File: src/hdl/tcp_nat_mapping_table_macros.svh
// Assertion macros shared by the NAT table modules.
// Expects a clock named clk and an active-low reset named rst_n in scope.
`ifndef TCP_NAT_MAPPING_TABLE_MACROS_SVH
`define TCP_NAT_MAPPING_TABLE_MACROS_SVH

// checked only outside reset
`define TNAT_ASSERT(lbl, prop, msg) \
  lbl: assert property (@(posedge clk) disable iff (!rst_n) prop) else $error(msg);

// checked on every edge, reset included
`define TNAT_ASSERT_ALWAYS(lbl, prop, msg) \
  lbl: assert property (@(posedge clk) prop) else $error(msg);

`endif

File: src/hdl/tnat_pkg.sv
// Package for the TCP NAT mapping table: codes, defaults, entry word and
// controller/datapath interface structs. No dependencies.
`default_nettype none

package tnat_pkg;

  localparam int DEF_ENTRIES    = 256;
  localparam int DEF_PORT_SPACE = 65536;

  localparam int CFG_IDX_W  = 2;
  localparam int CFG_DATA_W = 32;
  localparam int PCNT_W     = 17;
  localparam int REM_W      = 9;

  localparam logic [CFG_IDX_W-1:0] REG_EXT_IP     = 2'd0;
  localparam logic [CFG_IDX_W-1:0] REG_PORT_FIRST = 2'd1;
  localparam logic [CFG_IDX_W-1:0] REG_PORT_LIMIT = 2'd2;
  localparam logic [CFG_IDX_W-1:0] REG_IDLE_TMO   = 2'd3;

  localparam logic [31:0] RST_EXT_IP     = 32'd0;
  localparam logic [15:0] RST_PORT_FIRST = 16'd12345;
  localparam logic [15:0] RST_PORT_LIMIT = 16'd23456;
  localparam logic [15:0] RST_IDLE_TMO   = 16'd60;

  localparam logic [2:0] ST_XLATED  = 3'd0;
  localparam logic [2:0] ST_NO_MAP  = 3'd1;
  localparam logic [2:0] ST_NO_PORT = 3'd2;
  localparam logic [2:0] ST_FULL    = 3'd3;
  localparam logic [2:0] ST_TICK    = 3'd4;

  localparam logic [1:0] CLOSE_OPEN  = 2'd0;
  localparam logic [1:0] CLOSE_FIN   = 2'd1;
  localparam logic [1:0] CLOSE_ACKED = 2'd2;

  localparam logic [REM_W-1:0] REM_MAX = 9'd511;

  typedef struct packed {
    logic [31:0] inner_ip;
    logic [15:0] inner_port;
    logic [15:0] outer_port;
    logic [31:0] remote_ip;
    logic [15:0] remote_port;
    logic [1:0]  inner_close;
    logic [1:0]  outer_close;
    logic [31:0] stamp;
  } entry_t;

  typedef struct packed {
    logic clr;
    logic accept;
    logic escan;
    logic pscan;
    logic commit;
    logic load;
  } cmd_t;

  typedef struct packed {
    logic clr_done;
    logic escan_done;
    logic pscan_done;
    logic hit;
    logic got;
    logic slot;
    logic mode;
    logic dir;
    logic out_free;
  } sts_t;

endpackage

`default_nettype wire

File: src/hdl/tnat_ctrl.sv
// Sequencer for the NAT table: clear pass, entry scan, port scan, commit, result.
// Depends on tnat_pkg and tcp_nat_mapping_table_macros.svh.
`default_nettype none
`include "tcp_nat_mapping_table_macros.svh"

module tnat_ctrl (
  input  logic          clk,
  input  logic          rst_n,
  input  logic          in_valid,
  output logic          in_stall,
  input  tnat_pkg::sts_t sts,
  output tnat_pkg::cmd_t cmd
);
  import tnat_pkg::*;

  localparam logic [2:0] S_CLEAR  = 3'd0;
  localparam logic [2:0] S_IDLE   = 3'd1;
  localparam logic [2:0] S_ESCAN  = 3'd2;
  localparam logic [2:0] S_PSCAN  = 3'd3;
  localparam logic [2:0] S_COMMIT = 3'd4;
  localparam logic [2:0] S_DONE   = 3'd5;

  logic [2:0] state_r, state_nxt;

  always_ff @(posedge clk) begin
    if (!rst_n) begin
      state_r <= S_CLEAR;
    end else begin
      state_r <= state_nxt;
    end
  end

  always_comb begin
    state_nxt = state_r;
    cmd       = '0;
    case (state_r)
      S_CLEAR: begin
        cmd.clr = 1'b1;
        if (sts.clr_done) state_nxt = S_IDLE;
      end
      S_IDLE: begin
        if (in_valid) begin
          cmd.accept = 1'b1;
          state_nxt  = S_ESCAN;
        end
      end
      S_ESCAN: begin
        cmd.escan = 1'b1;
        if (sts.escan_done) begin
          if (sts.mode)      state_nxt = S_DONE;
          else if (sts.hit)  state_nxt = S_COMMIT;
          else if (sts.dir)  state_nxt = S_DONE;
          else               state_nxt = S_PSCAN;
        end
      end
      S_PSCAN: begin
        cmd.pscan = 1'b1;
        if (sts.pscan_done) begin
          state_nxt = (sts.got && sts.slot) ? S_COMMIT : S_DONE;
        end
      end
      S_COMMIT: begin
        cmd.commit = 1'b1;
        state_nxt  = S_DONE;
      end
      S_DONE: begin
        if (sts.out_free) begin
          cmd.load  = 1'b1;
          state_nxt = S_IDLE;
        end
      end
      default: state_nxt = S_IDLE;
    endcase
  end

  assign in_stall = (state_r != S_IDLE);

  `TNAT_ASSERT(a_load_free, cmd.load |-> sts.out_free, "result loaded over a pending one")
  `TNAT_ASSERT(a_clear_once, (state_r != S_CLEAR) |=> (state_r != S_CLEAR), "clear pass re-entered")
  `TNAT_ASSERT(a_pscan_miss, (state_r == S_PSCAN) |-> (!sts.mode && !sts.dir && !sts.hit), "port scan outside outbound miss")
  `TNAT_ASSERT_ALWAYS(a_rst_clear, !rst_n |=> (state_r == S_CLEAR), "reset does not start clear pass")

endmodule

`default_nettype wire

File: config.mk
export PLATFORM = sky130hd
export DESIGN_NAME = tnat_ctrl
export DESIGN_NICKNAME = d
export VERILOG_FILES = /design/src/hdl/tnat_pkg.sv /design/src/hdl/tnat_ctrl.sv
export VERILOG_INCLUDE_DIRS = /design/src /design/src/hdl
export SDC_FILE = /design/constraint.sdc
export NUM_CORES = 1
export LEC_CHECK = 0
export ABC_CLOCK_PERIOD_IN_PS = 1340
export BUFFER_PORTS_ARGS = -buffer_cell sky130_fd_sc_hd__clkbuf_2
export CAP_MARGIN = 10
export CORE_AREA = 2 2 39 41
export CTS_CLUSTER_DIAMETER = 80
export CTS_CLUSTER_SIZE = 14
export DETAILED_ROUTE_END_ITERATION = 8
export DIE_AREA = 0 0 41 43
export MAX_ROUTING_LAYER = met4
export PLACE_DENSITY = 0.5
export RECOVER_POWER = 50
export SLEW_MARGIN = 10
export SYNTH_ARGS = -nofsm -noshare
export SYNTH_HDL_FRONTEND = slang
export SYNTH_SLANG_ARGS = --single-unit
File: constraint.sdc
create_clock -name clk -period 1.34 [get_ports clk]
set_input_delay 0.268 -clock clk [delete_from_list [all_inputs] [get_ports clk]]
set_output_delay 0.268 -clock clk [all_outputs]
set_load 0.01 [all_outputs]
Yosys cells after proc, flatten, opt, wreduce, memory -nomap -nowiden
Index checks and enable logic that the tools add are counted.

Divide/modulo/power cells: 0. Add/sub/neg operators: 0. Multipliers: 0. Equality and inequality tests: 11. Multiplexer cells: 18. Bitwise gates (word level): 0. Reductions and logical operators: 3. Order comparisons: 0. Shifts and indexed selects: 0.

Operators by type and width (count): 3-bit two-way mux (8); 3-bit case mux with 6 select lines (1); 2-bit inequality test, second input constant (5); 1-bit two-way mux (9); 3-bit by 2-bit equality test with 1-bit output, second input constant (2); 3-bit equality test, second input constant (2); 5-bit AND reduction (1); 3-bit by 1-bit equality test with 1-bit output, second input constant (1); 3-bit logical NOT (1); 3-bit by 1-bit inequality test with 1-bit output, second input constant (1); 1-bit logical AND (1).

Bits in latches: 0. Flip-flop bits (word level): 3. ROM bits: 0. Memories: 0. Bits of input ports: 12. Bits in writable memories: 0.

Depth between registers and ports, before layout
Gate-level depths: netlist of run 1.

Depth after elaboration: 5. Depth in mapped cells: 4.

Worst setup path after synthesis of run 1
No wires, ideal clock.

Path type: reg2out. Start: reg state_r[0]. End: out in_stall. Stages on the path, launching flop included: 4. Arrival time: 0.995 ns. Path buffers: 1. Path slack: 0.077 ns. Cells stage by stage: dfxtp_1 -> buf_2 -> inv_1 -> or3_1.

Longest elaborated chain between the ends: 1.

Ends and longest elaborated chain: start: declaration (line tnat_ctrl.sv:23) `logic [2:0] state_r, state_nxt;`; start signal: assignment (line tnat_ctrl.sv:29) `state_r <= state_nxt;`; 3-bit by 1-bit inequality test with 1-bit output (line tnat_ctrl.sv:76) `assign in_stall = (state_r != S_IDLE);`; end: declaration (line tnat_ctrl.sv:10) `output logic in_stall,`.

Every way passes these cells.

Final worst setup path of run 1
Start: reg state_r[1]. End: out in_stall.

The elaborated chain is that of the path after synthesis.

==> flow_summary.toml, run 1 <==
[run_status]
status = "finished, violations left"
violations = "setup timing"

[sta]
slew_headroom = 0.7884
final-hold-violation-count = 0
max_freq_mhz = 729.3
skew_ns = 0.001088
setup_violations = 1
setup_slack_ns = -0.03112
rsz0062_at_grt = "true"
slew_violations = 0
setup_tns_ns = -0.03112
worstMarginPinSlew_ns = 0.3146
post-route-period-util = 1.023
layout_min_cycle_time_ns = 1.371

[die]
die_h_um = 43
start_util = 0.1998
die_x_um = 41
row_count = 14
core_mm2 = 0.001384
ios = 19
die_area_mm2 = 0.001763

[power]
p_leak_uw = 0.0002328
vdd_ir_drop_max_v = 0.0002373
power.density_mw_per_mm2 = 790.2

[logic_synthesis]
syn_area_per_cell_um2 = 7.473
synth-warning-count = 0
yosysTopAreaCell = "dfxtp_1"
synth_area_um2 = 276.5
synth-edff-count = 0
synthTopCellsByCount = "3 x and3_1, 3 x dfxtp_1, 3 x nor3_1"
synth_top_cell_area_share = 0.2172
yosysUniqueCellTypes = 24
synth_flop_cell = "dfxtp_1"
ys_ff_latch = 3
ys_seq_area_frac = 0.2172
synthTopCellsByArea = "dfxtp_1 22%, and3_1 6.8%, nor3_1 5.4%, a31oi_1 4.5%, nand2b_1 4.5%"
syn-num-nets = 49
netlist_instances = 37
ys_async_sr_fraction = 0

[worst_setup_path]
cp_max_fo = 5
crit_buf_inv = 2
timing.rr.start = "state_r[0]$_SDFFE_PN0P_"
cp_slowest_cell = "dfxtp_2"
worst_ep_arrival_time_ns = 1.10
critPathLaunchType = "register"
worstPathRequired_ns = 1.07
worstSetupPathType = "reg -> out"
crit_chain = "buf_6 > or3_1 > clkbuf_2"
cp-end-kind = "primary output"
cp-startpoint = "state_r[1]$_SDFFE_PN0P_"
critPathMaxStageDelay_ns = 0.33
cp_top_family = "flip-flops"

[clocking]
clockBufferDepth = 2
insertion_delay_ns = 0.23
cts_buffers = 3
clk_pin_slew_worst_paths_ns = 0.03
cts.htree.levels = 1
cts_tree = "yes"
cts_sinks = 3
root_buffer = "clkbuf_4"

[grt]
overflow = 0
grt_max_degree = 10
antenna_found_initial = 0
grtUsageTotal = 0.1164
grt_pass1_vias = 315
grt_pass1_wl_um = 1283

[drt]
wirelength_um = 891
wl_met3_um = 50
drt_iter0_drc = 7
vias = 382
met2WireLength_um = 449
drt-pass1-iter-count = 4
routedWlPerCell_um = 11.42
route.detailed.drc = 0
m1WireLength_um = 381
drtAntennaViolNets = 0
routed.top_layer = "met4"
viasPerCell = 4.897

[flow_run]
max_cap_violations = 0

[finish]
largest-register = "state_r"
area_growth_pct = 81.45
layout-drive-gt1-share = 0.6129
n_antenna_cell = 0
reg_top3 = "state_r x3"
nets = 75
largest_register_ffs = 3

[worst_hold_path]
hold_class = "in -> reg"
holdCritStartpoint = "sts[0]"

[place]
portBuffers = 18
preCtsSetupSlack_ns = 0.1013
finalWeightedCongestion = 0.7967
[worst paths after layout]
check	depth (start not counted)	slack (ns)	to
setup / recovery	3	-0.03	in_stall
hold / removal	3	0.34	state_r[2]$_SDFFE_PN0P_
setup reg to reg	4	0.05	state_r[2]$_SDFFE_PN0P_
hold reg to reg	2	0.61	state_r[0]$_SDFFE_PN0P_
[kinds of logic (layout without fill, tap and decap cells)]
| kind of cell | after synthesis | after routing | share of synthesized area |
|---|---|---|---|
| AND/OR/NAND/NOR | 19 | 19 | 0.4570 |
| multiplexers | 2 | 2 | 0.07692 |
| buffers and inverters | 5 | 30 | 0.07692 |
| flip-flops | 3 | 3 | 0.2172 |
| AO/OA/AOI/OAI | 8 | 8 | 0.1719 |
[layer usage]
layer  global-route usage  vias up
li1                     -      189
met1               0.1323      171
met2               0.1594       20
met3              0.04712        2
met4              0.08000        0
met5                    -        -
[layout make-up]
cell class | count | area (um2)
fill | 154 | 882.1
multi-input combinational | 29 | 235.2
timing repair buffer | 24 | 146.4
sequential | 3 | 66.31
clock buffer | 4 | 26.28
tap | 16 | 20.02
inverter | 2 | 7.507
[stage by stage]
stage / util / instance area [um2] / power (uW) / cells / hold slack [ns]
finish: 0.3626 / 501.7 / 396.5 / 78 / 0.3438
global route: 0.3626 / 501.7 / 426.0 / 78 / 0.3528
CTS: 0.3391 / 469.2 / 387.2 / 77 / 0.3307
detailed placement: 0.2857 / 395.4 / 210.9 / 71 / 0.5136
global placement: 0.2857 / 395.4 / 210.3 / 71 / 0.5117
floorplan: - / 276.5 / 162.9 / 37 / 0.3984
[power breakdown]
group	internal (uW)	switching [uW]
Combinational	72.5	66.6
Sequential	95.8	7.58
Clock	111	42.7
[tightest hold or removal path, stage by stage]
cell	delay (ns)
clkbuf_2	0.09
nand4b_1	0.11
o21ai_1	0.06
[placed cells by master (no fill, tap or decap), types with 2 or more instances in the layout]
cell      instances
a21oi_1           2
nor3_1            2
buf_4             3
dfxtp_2           2
buf_6             3
clkbuf_4          3
and3_1            3
nand3_1           2
clkbuf_2         15
buf_2             3
[timing repair]
| item | in CTS | in global routing |
|---|---|---|
| setup buffers | 2 | 1 |
| gates resized for setup | 10 | 7 |
| setup endpoints to repair | 7 | 6 |
| pin swaps | 1 | 4 |
| hold buffers | 0 | 0 |
Note: power is estimated with default switching activity, not from simulation.
==> run 2, diff against run 1 <==
CAP_MARGIN = not set   (was 10)
CTS_CLUSTER_DIAMETER = 50   (was 80)
SETUP_SLACK_MARGIN = 0.02   (was not set)
==> flow_summary.toml, run 2 (synthesis gave the netlist of run 1 again) <==
[run_status]
status = "finished, violations left"
violations = "setup timing"

[drt]
wl_met3_um = 43
met2WireLength_um = 477
drt_iter0_drc = 9
routed.top_layer = "met3"
routedWlPerCell_um = 11.20
wirelength_um = 896
route.detailed.drc = 0
drt-pass1-iter-count = 4
drtAntennaViolNets = 0
viasPerCell = 4.775
m1WireLength_um = 375
vias = 382

[grt]
grt_pass1_wl_um = 1393
grt_max_degree = 10
antenna_found_initial = 0
overflow = 0
grtUsageTotal = 0.1267
grt_pass1_vias = 333

[clocking]
cts_tree = "yes"
cts_sinks = 3
root_buffer = "clkbuf_4"
cts.htree.levels = 1
cts_buffers = 3
clk_pin_slew_worst_paths_ns = 0.03
insertion_delay_ns = 0.23
clockBufferDepth = 2

[finish]
layout-drive-gt1-share = 0.5938
reg_top3 = "state_r x3"
largest-register = "state_r"
fill_cells = 153
n_antenna_cell = 0
design_area_um2 = 498.0
layout_commonest_cell = "clkbuf_2"
nets = 77
largest_register_ffs = 3
final_cell_mix = "14 x clkbuf_2, 5 x buf_4, 4 x buf_2"
multi_input_area_um2 = 216.5
ff_latch_area_um2 = 66.31
final_core_util = 0.3599
area_growth_pct = 80.09

[sta]
post-route-period-util = 1.021
max_freq_mhz = 730.7
setup_violations = 1
final-hold-violation-count = 0
layout_min_cycle_time_ns = 1.369
skew_ns = 0.0007841
slew_violations = 0
worstMarginPinSlew_ns = 0.3073
rsz0062_at_grt = "true"
setup_slack_ns = -0.02857
slew_headroom = 0.7934
setup_tns_ns = -0.02857
holdWs_ns = 0.3396

[worst_setup_path]
worstPathRequired_ns = 1.07
cp-startpoint = "state_r[0]$_SDFFE_PN0P_"
timing.rr.start = "state_r[0]$_SDFFE_PN0P_"
worst_ep_arrival_time_ns = 1.10
worstSetupPathType = "reg -> out"
critPathLaunchType = "register"
cp-end-kind = "primary output"
cp_max_fo = 5

[place]
preCtsSetupSlack_ns = 0.1013
finalWeightedCongestion = 0.7967
dpl_cell_area_um2 = 395.4
portBuffers = 18

[die]
die_area_mm2 = 0.001763
die_x_um = 41
core_mm2 = 0.001384
ios = 19
row_count = 14
die_h_um = 43
start_util = 0.1998

[worst_hold_path]
hold_class = "in -> reg"
holdCritStartpoint = "sts[0]"

[power]
power.density_mw_per_mm2 = 790.2
p_leak_uw = 0.0002389
vdd_ir_drop_max_v = 0.0002139

[flow_run]
max_cap_violations = 0
## run 2: cell types whose count changed in the layout (fill, tap and decap cells not counted), sizes merged
cell / before / now
buf: 9 / 12
clkbuf: 19 / 18
## run 2: what timing repair did
| item | 4_1_cts | 5_1_grt |
|---|---|---|
| setup endpoints to repair | 7 | 6 |
| setup buffers | 4 | 1 |
| hold buffers | 0 | 0 |
| pin swaps | 2 | 5 |
| resized for setup | 11 | 5 |
## run 2: final timing paths
check	depth (start not counted)	to	slack, ns
hold / removal	3	state_r[2]$_SDFFE_PN0P_	0.34
setup / recovery	3	in_stall	-0.03
hold reg to reg	2	state_r[0]$_SDFFE_PN0P_	0.61
setup reg to reg	4	state_r[2]$_SDFFE_PN0P_	0.04
## run 2: metrics by stage
step / power (uW) / cells
floorplan: 162.9 / 37
global placement: 210.3 / 71
detailed placement: 210.9 / 71
CTS: 394.4 / 79
global route: 424.7 / 80
finish: 393.5 / 80
## run 2: layout make-up
type                       instances  share of cell area
clock buffer                       4             0.05276
inverter                           2             0.01508
multi-input combinational         29              0.4347
sequential                         3              0.1332
tap                               16             0.04020
timing repair buffer              26              0.3241
## run 2: worst max-delay path, stage by stage, from the launching register on
cell	delay [ns]
dfxtp_2	0.34
inv_2	0.06
or3_1	0.33
clkbuf_2	0.13
## run 2: routing by layer
layer / vias up / track usage
li1: 193 / -
met1: 175 / 0.1355
met2: 14 / 0.1875
met3: 0 / 0.04712
met4: 0 / 0.08000
met5: - / -
## run 2: where the power goes
group	internal, uW	total (uW)	switching (uW)	leakage, uW
Clock	111	154	42.3	0.0000150
Combinational	73.0	136	63.1	0.000198
Sequential	95.8	104	8.02	0.0000261
Total	280	393	113	0.000239
==> run 3, diff against run 2 <==
--- a/constraint.sdc
+++ b/constraint.sdc
@@ -3,2 +3,2 @@
 set_output_delay 0.268 -clock clk [all_outputs]
-set_load 0.01 [all_outputs]
+set_load 0.05 [all_outputs]
==> flow_summary.toml, run 3 (synthesis gave the netlist of run 1 again) <==
[finish]
layout-drive-gt1-share = 0.6508
layout_commonest_cell = "clkbuf_2"
largest_register_ffs = 3
largest-register = "state_r"
reg_top3 = "state_r x3"
final_cell_mix = "11 x clkbuf_2, 5 x buf_4, 4 x buf_8"
nets = 76
area_growth_pct = 113.1
fill_cells = 146
design_area_um2 = 589.3
fin_cells = 79
n_antenna_cell = 0

[power]
total_power_uw = 479.0
power.density_mw_per_mm2 = 812.9
combPwrFrac = 0.456
p_leak_uw = 0.0002590
vdd_ir_drop_max_v = 0.0003863
clockPowerShare = 0.320
pwr-share-seq = 0.223
switchingPower_uw = 165.0
p_int_uw = 314.1
swShare = 0.3444

[grt]
grtUsageTotal = 0.1193
grt_pass1_vias = 361
grt_max_degree = 8
grt_pass1_wl_um = 1380
overflow = 0
antenna_found_initial = 0

[drt]
drt-pass1-iter-count = 3
drtAntennaViolNets = 0
wirelength_um = 891
routedWlPerCell_um = 11.28
route.detailed.drc = 0
viasPerCell = 4.835
drt_iter0_drc = 11
vias = 382

[place]
finalWeightedCongestion = 0.7326
dpl_cell_area_um2 = 454.2
portBuffers = 18
dpl.hpwl_um = 700.6
dp.cells = 75

[sta]
post-route-period-util = 1.095
max_freq_mhz = 681.7
rsz0062_at_grt = "true"
worstMarginPinSlew_ns = 0.2432
setup_slack_ns = -0.1270
setup_violations = 5
layout_min_cycle_time_ns = 1.467
skew_ns = 0.0006580
slew_headroom = 0.8369
final-hold-violation-count = 0
slew_violations = 0

[worst_setup_path]
critPathLaunchType = "register"
critPathMaxStageDelay_ns = 0.33
cp_top_family = "flip-flops"
worstSetupPathType = "reg -> out"
cp_slowest_cell = "dfxtp_2"
worstPathRequired_ns = 1.07
worst_ep_arrival_time_ns = 1.20
crit_buf_inv = 2
cp_max_fo = 5
cp-end-kind = "primary output"
crit_chain = "buf_6 > or3_4 > clkbuf_16"

[die]
start_util = 0.1998
die_x_um = 41
die_h_um = 43
ios = 19
die_area_mm2 = 0.001763
row_count = 14
core_mm2 = 0.001384

[clocking]
insertion_delay_ns = 0.23
cts_buffers = 3
hold_buffers = 0
cts_tree = "yes"
clk_pin_slew_worst_paths_ns = 0.03
cts_sinks = 3
clockBufferDepth = 2
root_buffer = "clkbuf_4"
cts.htree.levels = 1

[run_status]
violations = "setup timing"
status = "finished, violations left"

[flow_run]
max_cap_violations = 0

[worst_hold_path]
hold_class = "in -> reg"
[run 3: path summary, 6_finish.rpt]
path,start,end,slack (ns),cells past startpoint
worst max-delay path,state_r[1]$_SDFFE_PN0P_,in_stall,-0.13,3
worst min-delay path,rst_n,state_r[0]$_SDFFE_PN0P_,0.32,3
worst max register to register,state_r[0]$_SDFFE_PN0P_,state_r[2]$_SDFFE_PN0P_,0.08,3
worst min register to register,state_r[1]$_SDFFE_PN0P_,state_r[2]$_SDFFE_PN0P_,0.60,3
[run 3: repair_timing]
item	4_1_cts	5_1_grt
buffers inserted	0	0
setup endpoints to repair	7	8
pin swaps	1	1
gates resized for setup	24	6
[run 3: metrics by stage]
step	TNS, ns	hold slack [ns]	util	worst slack, ns
floorplan	-0.09757	0.3984	-	-0.06446
global placement	-0.01615	0.5611	0.3282	-0.01615
detailed placement	0	0.5597	0.3282	0.0005335
CTS	-0.4713	0.3141	0.4168	-0.1280
global route	-0.6619	0.3230	0.4259	-0.1559
finish	-0.4046	0.3224	0.4259	-0.1270
[run 3: power by group through the flow]
stage	registers, uW	clock network [uW]	logic [uW]
final	107	153	219
after global routing	108	171	232
after CTS	106	165	212
after detailed placement	103	0	173
after global placement	104	0	173
after floorplan	101	0	120
[run 3: layout make-up]
class / count / area, um2 / share of cell area
inverter: 2 / 10.01 / 0.01699
multi-input combinational: 29 / 239.0 / 0.4055
timing repair buffer: 25 / 227.7 / 0.3864
clock buffer: 4 / 26.28 / 0.04459
tap: 16 / 20.02 / 0.03397
sequential: 3 / 66.31 / 0.1125
[run 3: tightest hold or removal path, stage by stage]
cell and delay, ns:
clkbuf_2 0.12, o31ai_2 0.08, a21oi_1 0.04
[run 3: metal layers]
layer,part of all wire,vias to the layer above,track usage
li1,-,190,-
met1,0.38,181,0.1286
met2,0.57,11,0.1906
met3,0.046,0,0.03141
met4,0,0,0.06000
met5,0,-,-
